[src/hdl/spectrum_to_xyz_rgb_defines.svh]
// ---------------------------------------------------------------------------
// Spectrum to XYZ/RGB assertion macros
// Concurrent assertion wrappers used by the block's top-level RTL file.
// ---------------------------------------------------------------------------
`ifndef SPECTRUM_TO_XYZ_RGB_DEFINES_SVH
`define SPECTRUM_TO_XYZ_RGB_DEFINES_SVH

`ifndef SYNTHESIS
// Checked only while the block is out of reset.
`define STXR_ASSERT(lbl, prop, msg) \
  lbl: assert property (@(posedge clk) disable iff (!rst_n) prop) else $error(msg);
// Checked at every edge, reset included.
`define STXR_ASSERT_RST(lbl, prop, msg) \
  lbl: assert property (@(posedge clk) prop) else $error(msg);
`else
`define STXR_ASSERT(lbl, prop, msg)
`define STXR_ASSERT_RST(lbl, prop, msg)
`endif

`endif

[src/hdl/stxr_pkg.sv]
// ---------------------------------------------------------------------------
// Spectrum to XYZ/RGB package
// Widths, colour-matching tables, matrix coefficients and control codes.
// ---------------------------------------------------------------------------
package stxr_pkg;

  localparam int TABLE_LENGTH = 60;
  localparam int SAMPLE_BITS  = 16;
  localparam int ROM_SIZE     = 60;
  localparam int ROM_ADDR_W   = $clog2(ROM_SIZE);
  localparam int IDX_W        = 7;
  localparam int ACC_W        = 48;
  localparam int OUT_W        = 32;
  localparam int BW_W         = 16;
  localparam logic [BW_W-1:0] BIN_WIDTH_RESET = 16'd1280;
  localparam logic [1:0] LAST_CHAN = 2'd2;

  // CIE 1931 matching functions in unsigned Q2.14.
  localparam logic [15:0] CMF_X [ROM_SIZE] = '{
    16'd234, 16'd713, 16'd2202, 16'd4651, 16'd5707, 16'd5508, 16'd4764, 16'd3201,
    16'd1566, 16'd524, 16'd80, 16'd152, 16'd1037, 16'd2712, 16'd4758, 16'd7101,
    16'd9740, 16'd12486, 16'd15013, 16'd16815, 16'd17403, 16'd16427, 16'd13998,
    16'd10525, 16'd7338, 16'd4645, 16'd2702, 16'd1432, 16'd767, 16'd372,
    16'd187, 16'd95, 16'd48, 16'd23, 16'd11, 16'd5, 16'd3, 16'd2, 16'd0, 16'd0,
    16'd0, 16'd0, 16'd0, 16'd0, 16'd0, 16'd0, 16'd0, 16'd0, 16'd0, 16'd0,
    16'd0, 16'd0, 16'd0, 16'd0, 16'd0, 16'd0, 16'd0, 16'd0, 16'd0, 16'd0
  };

  localparam logic [15:0] CMF_Y [ROM_SIZE] = '{
    16'd7, 16'd20, 16'd66, 16'd190, 16'd377, 16'd623, 16'd983, 16'd1491,
    16'd2277, 16'd3408, 16'd5292, 16'd8241, 16'd11633, 16'd14123, 16'd15630,
    16'd16302, 16'd16302, 16'd15598, 16'd14254, 16'd12403, 16'd10338, 16'd8241,
    16'd6242, 16'd4342, 16'd2867, 16'd1753, 16'd999, 16'd524, 16'd279, 16'd134,
    16'd67, 16'd34, 16'd16, 16'd8, 16'd3, 16'd2, 16'd2, 16'd0, 16'd0, 16'd0,
    16'd0, 16'd0, 16'd0, 16'd0, 16'd0, 16'd0, 16'd0, 16'd0, 16'd0, 16'd0,
    16'd0, 16'd0, 16'd0, 16'd0, 16'd0, 16'd0, 16'd0, 16'd0, 16'd0, 16'd0
  };

  localparam logic [15:0] CMF_Z [ROM_SIZE] = '{
    16'd1112, 16'd3398, 16'd10578, 16'd22702, 16'd28624, 16'd29034, 16'd27348,
    16'd21096, 16'd13320, 16'd7622, 16'd4456, 16'd2592, 16'd1281, 16'd691,
    16'd333, 16'd143, 16'd64, 16'd34, 16'd28, 16'd18, 16'd13, 16'd5, 16'd3,
    16'd0, 16'd0, 16'd0, 16'd0, 16'd0, 16'd0, 16'd0,
    16'd0, 16'd0, 16'd0, 16'd0, 16'd0, 16'd0, 16'd0, 16'd0, 16'd0, 16'd0,
    16'd0, 16'd0, 16'd0, 16'd0, 16'd0, 16'd0, 16'd0, 16'd0, 16'd0, 16'd0,
    16'd0, 16'd0, 16'd0, 16'd0, 16'd0, 16'd0, 16'd0, 16'd0, 16'd0, 16'd0
  };

  typedef enum logic [2:0] {
    ST_ACC,
    ST_SCALE_LO,
    ST_SCALE_HI,
    ST_SCALE_ST,
    ST_MAT_MAC,
    ST_MAT_ST,
    ST_EMIT
  } state_t;

  typedef enum logic [2:0] {
    OP_NONE,
    OP_SCALE_LO,
    OP_SCALE_HI,
    OP_SCALE_ST,
    OP_MAT_MAC,
    OP_MAT_ST
  } op_t;

  typedef struct packed {
    logic       acc_en;
    op_t        op;
    logic [1:0] chan;
    logic [1:0] term;
    logic       emit;
  } cmd_t;

  function automatic logic [15:0] cmf_lookup(input logic [1:0] tab,
                                             input logic [IDX_W-1:0] idx);
    logic [15:0] r;
    r = 16'd0;
    if (idx < IDX_W'(ROM_SIZE)) begin
      case (tab)
        2'd0:    r = CMF_X[idx[ROM_ADDR_W-1:0]];
        2'd1:    r = CMF_Y[idx[ROM_ADDR_W-1:0]];
        default: r = CMF_Z[idx[ROM_ADDR_W-1:0]];
      endcase
    end
    return r;
  endfunction

  // XYZ to linear sRGB (D65) in Q2.14, one row per output channel.
  function automatic logic signed [16:0] srgb_coef(input logic [1:0] row,
                                                   input logic [1:0] col);
    logic signed [16:0] r;
    case ({row, col})
      4'h0:    r = 17'sd53092;
      4'h1:    r = -17'sd25184;
      4'h2:    r = -17'sd8168;
      4'h4:    r = -17'sd15880;
      4'h5:    r = 17'sd30737;
      4'h6:    r = 17'sd681;
      4'h8:    r = 17'sd912;
      4'h9:    r = -17'sd3343;
      4'hA:    r = 17'sd17322;
      default: r = 17'sd0;
    endcase
    return r;
  endfunction

endpackage

[src/hdl/stxr_ctrl.sv]
// ---------------------------------------------------------------------------
// Spectrum to XYZ/RGB controller
// Sequences sample accumulation, scaling, matrix and result hand-off.
// ---------------------------------------------------------------------------
module stxr_ctrl (
  input  logic            clk,
  input  logic            rst_n,
  input  logic            in_valid,
  input  logic            in_last,
  output logic            in_stall,
  output logic            out_valid,
  input  logic            out_stall,
  output stxr_pkg::cmd_t  cmd
);

  stxr_pkg::state_t state_r, state_nxt;
  logic [1:0] chan_r, chan_nxt;
  logic [1:0] term_r, term_nxt;
  logic       out_valid_r, out_valid_nxt;
  logic       emit_ok;

  // The output register is free when empty or when its transaction completes now.
  assign emit_ok = (state_r == stxr_pkg::ST_EMIT) && (!out_valid_r || !out_stall);

  always_comb begin
    state_nxt     = state_r;
    chan_nxt      = chan_r;
    term_nxt      = term_r;
    out_valid_nxt = out_valid_r;
    if (out_valid_r && !out_stall) begin
      out_valid_nxt = 1'b0;
    end
    case (state_r)
      stxr_pkg::ST_ACC: begin
        if (in_valid && in_last) begin
          state_nxt = stxr_pkg::ST_SCALE_LO;
          chan_nxt  = 2'd0;
        end
      end
      stxr_pkg::ST_SCALE_LO: begin
        state_nxt = stxr_pkg::ST_SCALE_HI;
      end
      stxr_pkg::ST_SCALE_HI: begin
        state_nxt = stxr_pkg::ST_SCALE_ST;
      end
      stxr_pkg::ST_SCALE_ST: begin
        if (chan_r == stxr_pkg::LAST_CHAN) begin
          state_nxt = stxr_pkg::ST_MAT_MAC;
          chan_nxt  = 2'd0;
          term_nxt  = 2'd0;
        end else begin
          state_nxt = stxr_pkg::ST_SCALE_LO;
          chan_nxt  = chan_r + 2'd1;
        end
      end
      stxr_pkg::ST_MAT_MAC: begin
        if (term_r == stxr_pkg::LAST_CHAN) begin
          state_nxt = stxr_pkg::ST_MAT_ST;
        end else begin
          term_nxt = term_r + 2'd1;
        end
      end
      stxr_pkg::ST_MAT_ST: begin
        term_nxt = 2'd0;
        if (chan_r == stxr_pkg::LAST_CHAN) begin
          state_nxt = stxr_pkg::ST_EMIT;
        end else begin
          state_nxt = stxr_pkg::ST_MAT_MAC;
          chan_nxt  = chan_r + 2'd1;
        end
      end
      stxr_pkg::ST_EMIT: begin
        if (emit_ok) begin
          state_nxt     = stxr_pkg::ST_ACC;
          out_valid_nxt = 1'b1;
        end
      end
      default: begin
        state_nxt = stxr_pkg::ST_ACC;
      end
    endcase
  end

  always_comb begin
    in_stall   = (state_r != stxr_pkg::ST_ACC);
    out_valid  = out_valid_r;
    cmd.acc_en = (state_r == stxr_pkg::ST_ACC) && in_valid;
    cmd.chan   = chan_r;
    cmd.term   = term_r;
    cmd.emit   = emit_ok;
    case (state_r)
      stxr_pkg::ST_SCALE_LO: cmd.op = stxr_pkg::OP_SCALE_LO;
      stxr_pkg::ST_SCALE_HI: cmd.op = stxr_pkg::OP_SCALE_HI;
      stxr_pkg::ST_SCALE_ST: cmd.op = stxr_pkg::OP_SCALE_ST;
      stxr_pkg::ST_MAT_MAC:  cmd.op = stxr_pkg::OP_MAT_MAC;
      stxr_pkg::ST_MAT_ST:   cmd.op = stxr_pkg::OP_MAT_ST;
      default:               cmd.op = stxr_pkg::OP_NONE;
    endcase
  end

  always_ff @(posedge clk) begin
    if (!rst_n) begin
      state_r     <= stxr_pkg::ST_ACC;
      chan_r      <= 2'd0;
      term_r      <= 2'd0;
      out_valid_r <= 1'b0;
    end else begin
      state_r     <= state_nxt;
      chan_r      <= chan_nxt;
      term_r      <= term_nxt;
      out_valid_r <= out_valid_nxt;
    end
  end

endmodule

[src/hdl/stxr_dp.sv]
// ---------------------------------------------------------------------------
// Spectrum to XYZ/RGB datapath
// Three sample accumulators, one shared multiply-add unit and result registers.
// ---------------------------------------------------------------------------
module stxr_dp (
  input  logic                                 clk,
  input  logic                                 rst_n,
  input  stxr_pkg::cmd_t                       cmd,
  input  logic signed [stxr_pkg::SAMPLE_BITS-1:0] in_sample,
  input  logic                                 cfg_we,
  input  logic [stxr_pkg::BW_W-1:0]            cfg_bin_width,
  output logic signed [stxr_pkg::OUT_W-1:0]    out_x_out,
  output logic signed [stxr_pkg::OUT_W-1:0]    out_y_out,
  output logic signed [stxr_pkg::OUT_W-1:0]    out_z_out,
  output logic signed [stxr_pkg::OUT_W-1:0]    out_red,
  output logic signed [stxr_pkg::OUT_W-1:0]    out_green,
  output logic signed [stxr_pkg::OUT_W-1:0]    out_blue,
  output logic                                 out_too_many
);

  localparam int PROD_W = stxr_pkg::SAMPLE_BITS + 17;
  localparam int MUL_W  = 50;

  function automatic logic signed [stxr_pkg::ACC_W-1:0] sat_add(
      input logic signed [stxr_pkg::ACC_W-1:0] a,
      input logic signed [PROD_W-1:0]          p);
    logic signed [stxr_pkg::ACC_W:0] s;
    logic signed [stxr_pkg::ACC_W-1:0] r;
    s = {a[stxr_pkg::ACC_W-1], a} + (stxr_pkg::ACC_W+1)'(p);
    if (s[stxr_pkg::ACC_W] != s[stxr_pkg::ACC_W-1]) begin
      r = s[stxr_pkg::ACC_W] ? {1'b1, {(stxr_pkg::ACC_W-1){1'b0}}}
                             : {1'b0, {(stxr_pkg::ACC_W-1){1'b1}}};
    end else begin
      r = s[stxr_pkg::ACC_W-1:0];
    end
    return r;
  endfunction

  // Round half up, shift right by k, then clamp to the output width.
  function automatic logic signed [stxr_pkg::OUT_W-1:0] rnd_sat(
      input logic signed [63:0] v,
      input logic [5:0]         k);
    logic signed [63:0] h;
    logic signed [63:0] sh;
    logic signed [stxr_pkg::OUT_W-1:0] r;
    h  = v + (64'sd1 <<< (k - 6'd1));
    sh = h >>> k;
    if ((&sh[63:stxr_pkg::OUT_W-1]) || !(|sh[63:stxr_pkg::OUT_W-1])) begin
      r = sh[stxr_pkg::OUT_W-1:0];
    end else begin
      r = sh[63] ? {1'b1, {(stxr_pkg::OUT_W-1){1'b0}}}
                 : {1'b0, {(stxr_pkg::OUT_W-1){1'b1}}};
    end
    return r;
  endfunction

  logic [stxr_pkg::BW_W-1:0]             bw_r;
  logic [stxr_pkg::IDX_W-1:0]            idx_r;
  logic                                  excess_r;
  logic signed [stxr_pkg::ACC_W-1:0]     sum_r [3];
  logic signed [63:0]                    acc_r, acc_nxt;
  logic signed [stxr_pkg::OUT_W-1:0]     xyz_r [3];
  logic signed [stxr_pkg::OUT_W-1:0]     rgb_r [3];
  logic signed [PROD_W-1:0]              prod [3];
  logic signed [32:0]                    mul_a;
  logic signed [16:0]                    mul_b;
  logic signed [MUL_W-1:0]               mul_p;
  logic signed [63:0]                    mul_p64;
  logic signed [63:0]                    addend;
  logic signed [63:0]                    base;
  logic signed [stxr_pkg::ACC_W-1:0]     sum_sel;
  logic                                  in_table;

  assign in_table = (idx_r < stxr_pkg::IDX_W'(stxr_pkg::TABLE_LENGTH));

  always_comb begin
    for (int c = 0; c < 3; c++) begin
      prod[c] = PROD_W'(in_sample) *
                PROD_W'($signed({1'b0, stxr_pkg::cmf_lookup(2'(c), idx_r)}));
    end
  end

  // Shared multiplier: the 48-bit sums are scaled in a low and a high part.
  always_comb begin
    sum_sel = sum_r[cmd.chan];
    mul_a   = 33'sd0;
    mul_b   = $signed({1'b0, bw_r});
    base    = acc_r;
    case (cmd.op)
      stxr_pkg::OP_SCALE_LO: begin
        mul_a = $signed({17'd0, sum_sel[15:0]});
        base  = 64'sd0;
      end
      stxr_pkg::OP_SCALE_HI: begin
        mul_a = 33'($signed(sum_sel[stxr_pkg::ACC_W-1:16]));
      end
      stxr_pkg::OP_MAT_MAC: begin
        mul_a = 33'(xyz_r[cmd.term]);
        mul_b = stxr_pkg::srgb_coef(cmd.chan, cmd.term);
        if (cmd.term == 2'd0) begin
          base = 64'sd0;
        end
      end
      default: begin
        mul_a = 33'sd0;
      end
    endcase
    mul_p   = MUL_W'(mul_a) * MUL_W'(mul_b);
    mul_p64 = 64'(mul_p);
    addend  = (cmd.op == stxr_pkg::OP_SCALE_HI) ? (mul_p64 <<< 16) : mul_p64;
    acc_nxt = base + addend;
  end

  always_ff @(posedge clk) begin
    if (!rst_n) begin
      bw_r     <= stxr_pkg::BIN_WIDTH_RESET;
      idx_r    <= '0;
      excess_r <= 1'b0;
      for (int c = 0; c < 3; c++) begin
        sum_r[c] <= '0;
      end
    end else begin
      if (cfg_we) begin
        bw_r <= cfg_bin_width;
      end
      if (cmd.acc_en) begin
        if (in_table) begin
          for (int c = 0; c < 3; c++) begin
            sum_r[c] <= sat_add(sum_r[c], prod[c]);
          end
        end else begin
          excess_r <= 1'b1;
        end
        if (idx_r != {stxr_pkg::IDX_W{1'b1}}) begin
          idx_r <= idx_r + stxr_pkg::IDX_W'(1);
        end
      end
      if (cmd.emit) begin
        idx_r    <= '0;
        excess_r <= 1'b0;
        for (int c = 0; c < 3; c++) begin
          sum_r[c] <= '0;
        end
      end
    end
  end

  always_ff @(posedge clk) begin
    if ((cmd.op == stxr_pkg::OP_SCALE_LO) || (cmd.op == stxr_pkg::OP_SCALE_HI) ||
        (cmd.op == stxr_pkg::OP_MAT_MAC)) begin
      acc_r <= acc_nxt;
    end
    if (cmd.op == stxr_pkg::OP_SCALE_ST) begin
      xyz_r[cmd.chan] <= rnd_sat(acc_r, 6'd22);
    end
    if (cmd.op == stxr_pkg::OP_MAT_ST) begin
      rgb_r[cmd.chan] <= rnd_sat(acc_r, 6'd14);
    end
    if (cmd.emit) begin
      out_x_out    <= xyz_r[0];
      out_y_out    <= xyz_r[1];
      out_z_out    <= xyz_r[2];
      out_red      <= rgb_r[0];
      out_green    <= rgb_r[1];
      out_blue     <= rgb_r[2];
      out_too_many <= excess_r;
    end
  end

endmodule

[src/hdl/spectrum_to_xyz_rgb.sv]
// ---------------------------------------------------------------------------
// Spectrum to XYZ/RGB
// Integrates a sampled spectrum against the CIE 1931 tables and converts
// the result to linear sRGB.
// ---------------------------------------------------------------------------
//  Channel  Handshake             Payload
//  in       in_valid / in_stall   in_sample, in_last
//  out      out_valid / out_stall x, y, z, red, green, blue, too_many
//  cfg      cfg_valid / cfg_ready cfg_bin_width
//
// Samples are taken one per cycle while the block is accumulating.
// After the sample marked last, the shared multiply-add unit scales X, Y, Z
// (low, high, store), then each matrix row (multiply-add per term, store), before
// the result is loaded into the output register; in_stall is high throughout.
// The next spectrum may be accumulated while a result waits in the output
// register; its own finish then waits until that result has been taken.
// Reset is synchronous; it sets the bin width to 5 nm and clears the sums.
// ---------------------------------------------------------------------------
`include "spectrum_to_xyz_rgb_defines.svh"

module spectrum_to_xyz_rgb (
  input  logic                                    clk,
  input  logic                                    rst_n,
  input  logic                                    in_valid,
  output logic                                    in_stall,
  input  logic signed [stxr_pkg::SAMPLE_BITS-1:0] in_sample,
  input  logic                                    in_last,
  output logic                                    out_valid,
  input  logic                                    out_stall,
  output logic signed [stxr_pkg::OUT_W-1:0]       out_x_out,
  output logic signed [stxr_pkg::OUT_W-1:0]       out_y_out,
  output logic signed [stxr_pkg::OUT_W-1:0]       out_z_out,
  output logic signed [stxr_pkg::OUT_W-1:0]       out_red,
  output logic signed [stxr_pkg::OUT_W-1:0]       out_green,
  output logic signed [stxr_pkg::OUT_W-1:0]       out_blue,
  output logic                                    out_too_many,
  input  logic                                    cfg_valid,
  output logic                                    cfg_ready,
  input  logic [stxr_pkg::BW_W-1:0]               cfg_bin_width
);

  stxr_pkg::cmd_t cmd;

  // The register is a plain flop, so a write is always taken.
  assign cfg_ready = 1'b1;

  stxr_ctrl u_ctrl (
    .clk       (clk),
    .rst_n     (rst_n),
    .in_valid  (in_valid),
    .in_last   (in_last),
    .in_stall  (in_stall),
    .out_valid (out_valid),
    .out_stall (out_stall),
    .cmd       (cmd)
  );

  stxr_dp u_dp (
    .clk           (clk),
    .rst_n         (rst_n),
    .cmd           (cmd),
    .in_sample     (in_sample),
    .cfg_we        (cfg_valid && cfg_ready),
    .cfg_bin_width (cfg_bin_width),
    .out_x_out     (out_x_out),
    .out_y_out     (out_y_out),
    .out_z_out     (out_z_out),
    .out_red       (out_red),
    .out_green     (out_green),
    .out_blue      (out_blue),
    .out_too_many  (out_too_many)
  );

  `STXR_ASSERT(a_acc_only_when_open, cmd.acc_en |-> !in_stall, "sample taken while stalled")
  `STXR_ASSERT(a_last_starts_finish, in_valid && !in_stall && in_last |=> in_stall, "no finish after last")
  `STXR_ASSERT(a_emit_sets_valid, cmd.emit |=> out_valid, "result load did not raise out_valid")
  `STXR_ASSERT_RST(a_reset_clears_valid, !rst_n |=> !out_valid, "out_valid set after reset")

endmodule
[config.mk]
export PLATFORM = sky130hd
export DESIGN_NAME = spectrum_to_xyz_rgb
export DESIGN_NICKNAME = d
export VERILOG_FILES = /design/src/hdl/stxr_pkg.sv /design/src/hdl/stxr_ctrl.sv /design/src/hdl/stxr_dp.sv /design/src/hdl/spectrum_to_xyz_rgb.sv
export VERILOG_INCLUDE_DIRS = /design/src /design/src/hdl
export SDC_FILE = /design/constraint.sdc
export NUM_CORES = 2
export LEC_CHECK = 0
export BUFFER_PORTS_ARGS = -buffer_cell sky130_fd_sc_hd__buf_2
export CELL_PAD_IN_SITES_DETAIL_PLACEMENT = 1
export CELL_PAD_IN_SITES_GLOBAL_PLACEMENT = 1
export CORE_MARGIN = 4
export CORE_UTILIZATION = 30
export CTS_CLUSTER_DIAMETER = 30
export DETAILED_ROUTE_END_ITERATION = 6
export GPL_ROUTABILITY_DRIVEN = 1
export PLACE_DENSITY_LB_ADDON = 0.12
export SYNTH_ARGS = -nofsm -noshare
export SYNTH_HDL_FRONTEND = slang
export SYNTH_SLANG_ARGS = --single-unit
export TNS_END_PERCENT = 100
[constraint.sdc]
create_clock -name clk -period 13.6 [get_ports clk]
set_input_delay 0.68 -clock clk [delete_from_list [all_inputs] [get_ports clk]]
set_output_delay 0.68 -clock clk [all_outputs]
set_load 0.05 [all_outputs]
* Yosys cells after proc, flatten, opt, wreduce, memory -nomap -nowiden *
Memories as Yosys holds them, arrays and structs flattened. A register that Yosys moved wholly into a read port is not among the register bits.
Cells that the tools add are included.

storage, ports and cells
  bits in registers = 97
  memory bits (writable) = 336
  bits in read-only memories = 3344
  bits of input ports = 38
  output and inout port bits = 196
  logic and storage cells = 165
  memories kept = 7

operators by class
  add/sub/neg operators = 9
  multipliers = 4
  order comparisons = 2
  eq/ne operators = 23
  mux-type cells = 74
  bitwise operators = 9
  reductions and logical operators = 28

memory list
  name              depth  width  rd ports  clocked after memory_dff  wr ports  RTL line        text
  (name not given)  64     16     1         0                         0         stxr_pkg.sv:84  default: r = CMF_Z[idx[ROM_ADDR_W-1:0]];
  (name not given)  64     16     1         0                         0         stxr_pkg.sv:83  2'd1: r = CMF_Y[idx[ROM_ADDR_W-1:0]];
  (name not given)  64     16     1         0                         0         stxr_pkg.sv:82  2'd0: r = CMF_X[idx[ROM_ADDR_W-1:0]];
  (name not given)  16     17     1         0                         0         stxr_pkg.sv:94  case ({row, col})
  u_dp.sum_r        3      48     4         1                         3         stxr_dp.sv:60   logic signed [stxr_pkg::ACC_W-1:0] sum_r [3];
  u_dp.rgb_r        3      32     3         3                         1         stxr_dp.sv:63   logic signed [stxr_pkg::OUT_W-1:0] rgb_r [3];
  1 more memories   -      -      -         -                         -         -

operators with widths
  operator                count
  $mux 48                 21
  $mux 32                 6
  $add 48x33->49          3
  $mux 16                 9
  $mux 64                 2
  $pmux 64 s2             1
  $mul 16x17->33          3
  $pmux 33 s3             1
  $add 64x15->64 const B  1
  $add 64x23->64 const B  1
  $add 64x64->64          1
  $mul 33x17->50          1
  $pmux 3 s7              1
  $mux 2                  10
  $reduce_and 19->1       1
  $reduce_or 19->1        1
  $mux 17                 1
  $eq 3x3->1 const B      5
  $mux 1                  15
  $pmux 3 s5              1
  $eq 3x2->1 const B      4
  $mux 3                  4
  $pmux 2 s3              2
  $reduce_and 11->1       1
  other kinds (23)        53

* Depth between registers and ports, before layout *
  depth in word-level cells = 14
  gate-level depth with buffers = 47
  depth with buffers taken out = 43

* Hierarchy *
Synthesis repeated with hierarchy kept, for this count alone.

unflattened totals
  cell total of the unflattened synthesis = 8870
  area total of the unflattened synthesis = 82281.4 um^2

modules (own cells, without submodules)
  module               times used  cells each  area an instance (um^2)  seq. area each (um^2)
  stxr_dp              1           8803        81723.4                  17807.1
  stxr_ctrl            1           65          546.8                    160.2
  spectrum_to_xyz_rgb  1           2           11.3                     0.0

* Worst setup path before layout *
Ideal clock, no wire load.

  path kind = reg2reg
  start point = reg u_ctrl.state_r[0]
  end point = mem u_dp.sum_r[0][0] (netlist bit) (enable)
  setup time = 0.529 ns
  data arrival time = 14.351 ns
  required time = 13.071 ns
  setup slack = -1.280 ns
  cell stages (with the launch flop) = 7
  path buffers = 1
  clock period less this slack = 14.880 ns
  cells stage by stage = dfxtp_1 > nor2b_1 > nand2_1 > a21oi_1 > nand2b_1 > clkbuf_1 > nand2b_1

RTL lines
  element                   RTL line          text
  start: declaration        stxr_ctrl.sv:16   stxr_pkg::state_t state_r, state_nxt;
  start signal: assignment  stxr_ctrl.sv:103  state_r <= stxr_pkg::ST_ACC;
  start signal: assignment  stxr_ctrl.sv:108  state_r <= state_nxt;
  end: declaration          stxr_dp.sv:60

* Final worst setup path *
  start point = reg u_ctrl.state_r[1]
  end point = reg u_dp.acc_r[62], data pin

on the way
  longest elaborated chain between the ends = 7
  elaborated cells on any way between the ends = 15
  classes of those cells = add/sub: 1; mul: 1; eq/ne: 8; mux: 5

ends and longest elaborated chain
  element                                   RTL line         text
  $eq 3x3->1, or another cell as far along  stxr_ctrl.sv:91  case (state_r)
  $pmux 3 s5 *                              stxr_ctrl.sv:91
  $eq 3x3->1, or another cell as far along  stxr_dp.sv:89    case (cmd.op)
  $pmux 33 s3 or $mux 17 (tied branches)    stxr_dp.sv:89
  $mul 33x17->50                            stxr_dp.sv:108   mul_p = MUL_W'(mul_a) * MUL_W'(mul_b);
  $mux 64                                   stxr_dp.sv:110   addend = (cmd.op == stxr_pkg::OP_SCALE_HI) ? (mul_p64 <<< 16) : mul_p64;
  $add 64x64->64 *                          stxr_dp.sv:111   acc_nxt = base + addend;
  via u_dp.acc_nxt[62]                      stxr_dp.sv:61    logic signed [63:0] acc_r, acc_nxt;
  end signal: assignment                    stxr_dp.sv:151   acc_r <= acc_nxt;
  end: declaration                          stxr_dp.sv:61

The timed path passes the listed nets; every way through them passes the cells marked *.
A chain may end at the register's enable or synchronous reset.

==> metrics.cfg <==
[run_status]
outcome = finished clean

[layout]
drive_gt1_share_pct = 10.0
mostFrequentLayoutCell = inv_1
layout.cells.most_common_list = inv_1 (1422), fa_1 (1151), nand2_1 (872), ha_1 (717), edfxtp_1 (625)
syn2layout_area_growth_pct = 14.6
nNetsFinal = 10600

[timing]
final.period_utilization_pct = 94.5
max_clock_freq_mhz = 77.8
slew_headroom_pct = 7.20
pnr_worst_setup_slack_ps = 745
unrepaired_setup_endpoints_after_global_routing = false
timing_hold_violations_final = 0
tightest_slew_ps = 1390
clock_skew_ps = 87.1
final.setup.tns_ps = 0
hold_slack_ps = 189
finalWorstPathRequiredPeriod_ps = 12860
report.final.setup_viol = 0
maxSlewViolCount = 0

[clocking]
cts_buffers = 178
clkSlewWorstSetupHoldPaths_ps = 50
cts_root_buffer = clkbuf_16
post_cts_buffers = 0
cts-htree-levels = 4
cts.path.max_buffers = 3
worstSkewPairLatency_ps = 840
cts_resized = 0
clock_sinks = 661
cts_tree = done
ctsHoldBuffers = 0

[hold_path]
min-delay-path-class = in -> reg
min_path_cells = 3
worst_hold_startpoint = cfg_bin_width[3]

[die]
design.portCount = 234
fp.dieH_um = 533
initial_utilization_pct = 30.2
chipWidth_um = 533
die_area_mm2 = 0.284
placementRows = 192
core_region_area_mm2 = 0.274

[global_routing]
global_route_wire_length_before_repair_um = 468000
grt_pass1_vias = 69700
global_route.usage.total_pct = 21.9
grt_max_degree = 150
number_of_antenna_violations_at_the_first_check_in_global_routing = 19
grt-ovfl-total = 0

[pwr]
p_sw_share_pct = 47.1
total_switching_power_w = 0.00905
cellLeakagePower_nw = 42.7
power.clock.fraction_pct = 23.2
worst_ir_drop_vdd_uv = 250
comb_power_share_pct = 61.5
powerDensity_mw_per_mm2 = 203
p_int_w = 0.0102
sequential_share_of_power_pct = 15.3

[routing]
dr.first_iter.drc_count = 3589
drt_drc_violations_left = 0
route.antenna.remaining_nets = 0
wl_per_cell_um = 24.8
routed_via_density = 5.00
routed-via-count = 62700
detailedRoute.firstPassIterationCount = 5
detail_route.wirelength_um = 311000

[synth]
yosys_most_used_dff = edfxtp_1
synth_enable_flop_cells = 625
synth_async_sr_flop_share_pct = 0
yosys.cell_types.count = 121
syn_nets = 10400
ys_warn_count = 0
synthesis.instances = 8535
synth_sequential_area_ratio_pct = 23.6
post_synth_instance_area_mm2 = 0.0827
syn_avg_cell_area_um2 = 9.70
ys_ff_latch = 661

[placed_design]
place_worst_setup_slack_ps = 928
place_hpwl_um = 248000
port_buffers = 232
placer_s_final_routability_congestion_estimate = 0.886

[worst_setup_path]
timing.critical_path.slowest_cell_delay_ps = 1040
worstSetupStartpoint = u_ctrl.state_r[1]$_SDFFE_PN0P_
timing.critical_path.required_ps = 14190
worst_reg2reg_path_startpoint = u_ctrl.state_r[1]$_SDFFE_PN0P_
cp.buffers_inverters = 5
worst_r2r_path_depth = 37
timing.critical_path.to_type = flip-flop
critPathLaunchType = flip-flop
worstSetupPathType = reg -> reg
critPathMostFrequentCell = fa_1
crit_fanout = 28
worst-path-stages = 37
cp.arrival_ps = 13440
path_delay_family = compound AO/OA/AOI/OAI gates
crit_slowest_cell = a2111oi_0

[run]
max_cap_viols = 0

==> worst register-to-register path, delay by kind of cell (launching register included) <==
kind                     cells  cell delay (ps)
AO/OA/AOI/OAI               10             4370
adder cells (fa/ha/maj)      8             3970
AND/OR/NAND/NOR             11             2560
buffers and inverters        5              680
flip-flops                   1              590
XOR/XNOR                     2              280
multiplexers                 1              140
==> registers in the layout, summed over array words and instances (netlist names), 3 cells and up, named ones only <==
name / count
out_blue: 32
out_green: 32
out_red: 32
out_x_out: 32
out_y_out: 32
out_z_out: 32
u_ctrl.state_r: 3
u_dp.acc_r: 64
u_dp.bw_r: 16
u_dp.idx_r: 7
u_dp.rgb_r: 96
u_dp.sum_r: 144
u_dp.xyz_r: 128
==> power groups by stage <==
stage / logic [W] / clock network [W] / registers, W
after CTS: 0.0120 / 0.00456 / 0.00295
after global placement: 0.0118 / 0 / 0.00298
final: 0.0118 / 0.00446 / 0.00294
after global routing: 0.0134 / 0.00468 / 0.00295
after floorplan: 0.00878 / 0 / 0.00271
after detailed placement: 0.0118 / 0 / 0.00298
==> final cells by class <==
class,instances,area (µm²)
multi-input combinational,6051,56600
clock buffer,215,4700
clock inverter,118,1710
timing repair buffer,381,2310
tap,3686,4610
fill,31100,179000
sequential,661,19500
inverter,1425,5350
antenna,11,27.5
==> layer usage <==
metal / track usage [%] / part of all wire [%]
met1: 30.4 / 46
met2: 35.6 / 46
met3: 3.44 / 4.8
met4: 5.59 / 2.5
met5: 0 / 0
==> stage by stage <==
step	instances	util, %	total power, W	instance area, µm²
after global routing	12500	34.6	0.0210	94800
after floorplan	8535	-	0.0115	82800
after detailed placement	12200	32.2	0.0148	88400
after global placement	12200	32.2	0.0148	88400
after CTS	12500	34.6	0.0195	94800
final	12500	34.6	0.0192	94800
==> cells by family after synthesis <==
group	synth area share, %
xor gates and xnor gates	3.29
AOI/OAI and AO/OA	10.4
adders and majority gates	38.7
muxes	2.01
other	0.00453
buffers and inverters	8.54
DFF	23.6
and+or+nand+nor	13.5
==> cell usage after synthesis (22+ instances only) <==
cell      number  area share (%)
or2_2         24            0.18
o22ai_1       27            0.20
nand3_1       95            0.57
a21oi_1      373             2.3
o21ai_2       33            0.35
buf_2         25            0.15
dfxtp_1       36            0.87
nand4_1       52            0.39
xor2_1       124             1.3
o21ai_1      205             1.2
xnor2_1      183             1.9
a31oi_1       40            0.30
fa_1        1151              28
o211ai_1      25            0.23
a211oi_1      33            0.30
a21o_1       124             1.1
and2_1       332             2.5
clkbuf_1     305             1.4
nor3_1        60            0.36
buf_1         38            0.17
mux4_2        22            0.60
nor2_1       592             2.7
o22a_1        29            0.31
a221oi_1      26            0.28
o21a_1        31            0.28
and3_1        68            0.51
edfxtp_1     625              23
ha_1         717              11
nand2b_1      80            0.60
mux2i_1       95             1.1
o21bai_1      47            0.43
nor2b_1      115            0.87
inv_1       1422             6.5
nand2_1      872             4.0
o21ai_0      201             1.2
==> worst paths after layout <==
check                         endpoint  slack, ps
max           u_dp.acc_r[62]$_DFFE_PP_        740
min          u_dp.bw_r[3]$_SDFFE_PN0P_        190
max reg2reg   u_dp.acc_r[62]$_DFFE_PP_        740
min reg2reg     out_blue[13]$_DFFE_PP_        410
Note: power is estimated with default switching activity, not from simulation.
